## src/hw/rtl/chss_pkg.sv

```systemverilog
// Package for the convex hull stack scan unit: widths, defaults and shared types.
package chss_pkg;

    localparam int CHSS_STACK_DEPTH = 64;

    localparam int COORD_W = 32;
    localparam int DIFF_W  = COORD_W + 1;
    localparam int HALF_W  = 16;
    localparam int SLICE_W = DIFF_W - HALF_W;
    localparam int PROD_W  = DIFF_W + SLICE_W;
    localparam int ACC_W   = PROD_W + HALF_W + 1;

    typedef logic signed [COORD_W-1:0] coord_t;
    typedef logic signed [DIFF_W-1:0]  diff_t;
    typedef logic signed [PROD_W-1:0]  prod_t;
    typedef logic signed [ACC_W-1:0]   acc_t;

    typedef struct packed {
        logic done;
        logic left_turn;
    } cross_status_t;

endpackage

```

## src/hw/rtl/chss_cross_unit.sv

```systemverilog
// Turn test: exact cross product sign from one shared 33x17 multiplier over four steps.
module chss_cross_unit
    import chss_pkg::*;
(
    input  logic          aclk,
    input  logic          aresetn,
    input  logic          start,
    input  coord_t        n_x,
    input  coord_t        n_y,
    input  coord_t        t_x,
    input  coord_t        t_y,
    input  coord_t        p_x,
    input  coord_t        p_y,
    output cross_status_t status
);

    diff_t       dtx_reg, dty_reg, dpx_reg, dpy_reg;
    prod_t       prod_reg;
    acc_t        acc_reg;
    logic        active_reg;
    logic        done_reg;
    logic [2:0]  step_reg;

    diff_t                      a_sel;
    logic signed [SLICE_W-1:0]  b_sel;
    prod_t                      prod_next;
    acc_t                       term;
    logic [1:0]                 prev_step;

    // Steps 0 and 1 form dtx*dpy (low then high slice), steps 2 and 3 form dty*dpx.
    always_comb begin
        a_sel = (step_reg[1] == 1'b0) ? dtx_reg : dty_reg;
        case (step_reg[1:0])
            2'd0:    b_sel = {1'b0, dpy_reg[HALF_W-1:0]};
            2'd1:    b_sel = dpy_reg[DIFF_W-1:HALF_W];
            2'd2:    b_sel = {1'b0, dpx_reg[HALF_W-1:0]};
            default: b_sel = dpx_reg[DIFF_W-1:HALF_W];
        endcase
        prod_next = a_sel * b_sel;
    end

    // The product register holds the multiplier output from the previous step.
    always_comb begin
        prev_step = 2'(step_reg - 3'd1);
        if (prev_step[0]) begin
            term = {prod_reg[PROD_W-1], prod_reg, {HALF_W{1'b0}}};
        end else begin
            term = {{(ACC_W-PROD_W){prod_reg[PROD_W-1]}}, prod_reg};
        end
    end

    always_ff @(posedge aclk) begin
        if (start) begin
            dtx_reg <= diff_t'(t_x) - diff_t'(n_x);
            dty_reg <= diff_t'(t_y) - diff_t'(n_y);
            dpx_reg <= diff_t'(p_x) - diff_t'(n_x);
            dpy_reg <= diff_t'(p_y) - diff_t'(n_y);
            acc_reg <= '0;
        end else if (active_reg) begin
            if (step_reg != 3'd4) begin
                prod_reg <= prod_next;
            end
            if (step_reg != 3'd0) begin
                if (prev_step[1]) begin
                    acc_reg <= acc_reg - term;
                end else begin
                    acc_reg <= acc_reg + term;
                end
            end
        end
    end

    always_ff @(posedge aclk) begin
        if (!aresetn) begin
            active_reg <= 1'b0;
            done_reg   <= 1'b0;
            step_reg   <= 3'd0;
        end else begin
            done_reg <= 1'b0;
            if (start) begin
                active_reg <= 1'b1;
                step_reg   <= 3'd0;
            end else if (active_reg) begin
                if (step_reg == 3'd4) begin
                    active_reg <= 1'b0;
                    done_reg   <= 1'b1;
                end else begin
                    step_reg <= step_reg + 3'd1;
                end
            end
        end
    end

    assign status.done      = done_reg;
    assign status.left_turn = !acc_reg[ACC_W-1] && (acc_reg != '0);

endmodule

```

## config.mk

```make
export PLATFORM = sky130hd
export DESIGN_NAME = chss_cross_unit
export DESIGN_NICKNAME = d
export VERILOG_FILES = /design/src/hw/rtl/chss_pkg.sv /design/src/hw/rtl/chss_cross_unit.sv
export SDC_FILE = /design/constraint.sdc
export NUM_CORES = 2
export LEC_CHECK = 0
export ABC_AREA = 1
export BUFFER_PORTS_ARGS = -buffer_cell sky130_fd_sc_hd__clkbuf_2
export CELL_PAD_IN_SITES_DETAIL_PLACEMENT = 0
export CELL_PAD_IN_SITES_GLOBAL_PLACEMENT = 1
export CORE_AREA = 2 2 373 468
export CTS_BUF_LIST = sky130_fd_sc_hd__clkbuf_4 sky130_fd_sc_hd__clkbuf_8
export DETAILED_ROUTE_END_ITERATION = 8
export DIE_AREA = 0 0 375 470
export MAX_ROUTING_LAYER = met4
export PLACE_DENSITY = 0.5
export SYNTH_ARGS = -nofsm -noshare
export SYNTH_HDL_FRONTEND = slang
export SYNTH_SLANG_ARGS = --single-unit
```

## constraint.sdc

```tcl
create_clock -name aclk -period 16.6 [get_ports aclk]
set_input_delay 0.83 -clock aclk [delete_from_list [all_inputs] [get_ports aclk]]
set_output_delay 0.83 -clock aclk [all_outputs]
set_load 0.01 [all_outputs]
```

==> impl_metrics.toml <==
[status]
status = "finished, final reports clean"

[synth]
synth_top_family_by_area = "adder cells"
synthXorXnorAreaFrac_pct = 5.560
synth-compound-area-share_pct = 10.82
yosysUniqueCellTypes = 55
synth_area_um2 = 42690
yosys-top-cells-count = "1141 x nand2_1, 1132 x inv_1, 777 x nor2_1"
ys_warn_count = 0
syn-num-nets = 6787
ys.flop_type = "edfxtp_1"
synth_top_area_cell = "fa_1"
yosys.area_share.adder_pct = 34.63
async_flop_share_pct = 0
ys_seq_area_share_pct = 16.18
synth_edf_count = 182
yosysMostFrequentCell = "nand2_1"
avgSynthCellArea_um2 = 7.444
synth.top_cell.area_share_pct = 25.37
yosys.area_share.simple_pct = 21.40
synth.area.mux_share_pct = 0
ys_ff_latch = 254
yosys-top-cells-area = "fa_1 25%, edfxtp_1 13%, nand2_1 10%"
syn_inst = 5735

[clock_network]
ctsHoldBuffers = 0
post-cts-setup-buffers = 0
clockRootBuffer = "clkbuf_8"
insertion_delay_ps = 750
h-tree-depth = 2
cts_buffer_depth = 3
cts_num_sinks = 254
clkTransAtPathRegs_ps = 60
cts-resized-gates = 0
cts_tree = "done"
cts_buffers = 53

[layout]
area_delta_synth_final_pct = 11.79
final_util_pct = 27.71
largest_reg_flops = 67
fin_nets = 6985
drive_above_1_share_pct = 7.167

[sta]
grt_setup_unrepaired = "false"
timing.fmax_ghz = 0.1056
period_minus_slack_ps = 9468
worstMarginPinSlew_ps = 1257
drv_slew = 0
tns_ps = 0
finalSetupViolCount = 0
whs_ps = 425.5
finalClockSkew_ps = 83.80
hold_violations = 0
finalCritPeriodShare_pct = 57.04
setup_ws_ps = 7132
relSlewSlack_pct = 15.47

[job]
maxCapViolCount = 0

[global_routing]
grt_max_degree = 77
met2_usage_pct = 38.43
antenna_found_initial = 2
grtUsageMet1_pct = 21.75
use_met3_pct = 1.247
grt_overflow_total = 0
grt_pass1_vias = 40880
top_usage_layer = "met2"
grt_use_total_pct = 20.39
grt_pass1_wl_um = 259100

[floorplanning]
initial_core_util_pct = 24.79
die_x_um = 375
rows = 171
dieArea_um2 = 176300
die_h_um = 470
ios = 197
coreArea_um2 = 172200

[critical_path]
cp_max_fo = 76
cp-end-kind = "flop"
crit_path_start = "step_reg[0]"
worst_setup_path_start_kind = "flop"
crit_end = "prod_reg[35]"
worstPathArrival_ps = 10030
reg2reg_from = "step_reg[0]"
reg2regPathDepth = 27
reg2reg_slack_ps = 7130
r2r-end = "prod_reg[35]"
critPathKind = "flop to flop"
worstPathRequired_ps = 17160

[routing]
ant_nets = 0
viasPerCell = 4.551
vias = 37420
drt_iter0_drc = 1691
wl_per_cell_um = 21.37
route.detailed.drc = 0
drtPass1Iterations = 5
totalWireLength_um = 175700

[placed_design]
dp_slack_ps = 7124
port_buffers = 196
routabilityCongestion = 0.9130
dpl.hpwl_um = 153300

[worst_hold_path]
min_path_type = "input pin to flop"
## layout make-up
class                           instances  area [um2]
Antenna cell                            1       2.502
Clock buffer                           66       833.3
Clock inverter                         28       340.3
Fill cell                           19390      124500
Inverter                             1149        4313
Multi-Input combinational cell       4207       30980
Sequential cell                       254        6909
Tap cell                             2249        2814
Timing Repair Buffer                  268        1530
## worst min-delay path by stage
stage,depth (start not counted),from,slack (ps),to
final,3,aresetn,430,active_reg
after CTS,3,aresetn,350,active_reg
after detailed placement,2,acc_reg[2],520,acc_reg[2]
after floorplan,2,active_reg,440,done_reg
after global placement,2,acc_reg[2],510,acc_reg[2]
after global routing,3,aresetn,420,active_reg
## worst max-delay path, cell delays in order, from the launching register on
cell	delay [ps]
dfxtp_2	310
buf_4	660
inv_2	520
ha_2	470
a21oi_1	320
nand3_1	150
o21ai_2	390
clkinv_1	340
buf_4	340
nand2_1	140
fa_1	400
inv_1	110
fa_1	410
fa_1	540
fa_1	440
fa_1	490
inv_1	50
fa_1	470
inv_1	40
ha_1	350
a21oi_1	270
a21boi_0	560
o21ai_0	410
nand2_1	160
nand3_1	200
a21o_1	270
a31oi_1	230
xor2_1	250
## cells by family (layout without fill, tap and decap cells)
logic type	after synthesis	count (layout)
compound gates	820	820
fa+ha+maj	857	857
buf+inv	1274	1511
xor+xnor	271	271
other cells	0	1
simple gates	2259	2259
flops	254	254
## per-stage QoR
stage / cells / instance area (um2)
floorplan: 5735 / 42690
global placement: 8125 / 46530
detailed placement: 8127 / 46550
CTS: 8221 / 47720
global route: 8222 / 47720
finish: 8222 / 47720
## per-layer routing
layer	part of all wire (%)	vias to the layer above
li1	-	18270
met2	53	767
met1	39	18130
met3	2.3	257
met4	5.1	0
met5	0	-
## cell usage in the layout, fill, tap and decap left out, drive strengths merged, types with 72 or more instances in the layout
cell / Yosys / layout
nand2: 1157 / 1157
inv: 1141 / 1142
nor2: 789 / 789
fa: 541 / 541
a21oi: 333 / 333
ha: 316 / 316
o21ai: 306 / 306
clkbuf: 95 / 262
xor2: 184 / 184
edfxtp: 182 / 182
nand3: 168 / 168
xnor2: 87 / 87
buf: 30 / 72
dfxtp: 72 / 72
Power is left out: the tool's default activity adds up to more than one toggle a clock period on the data nets, which glitch-free logic cannot reach.
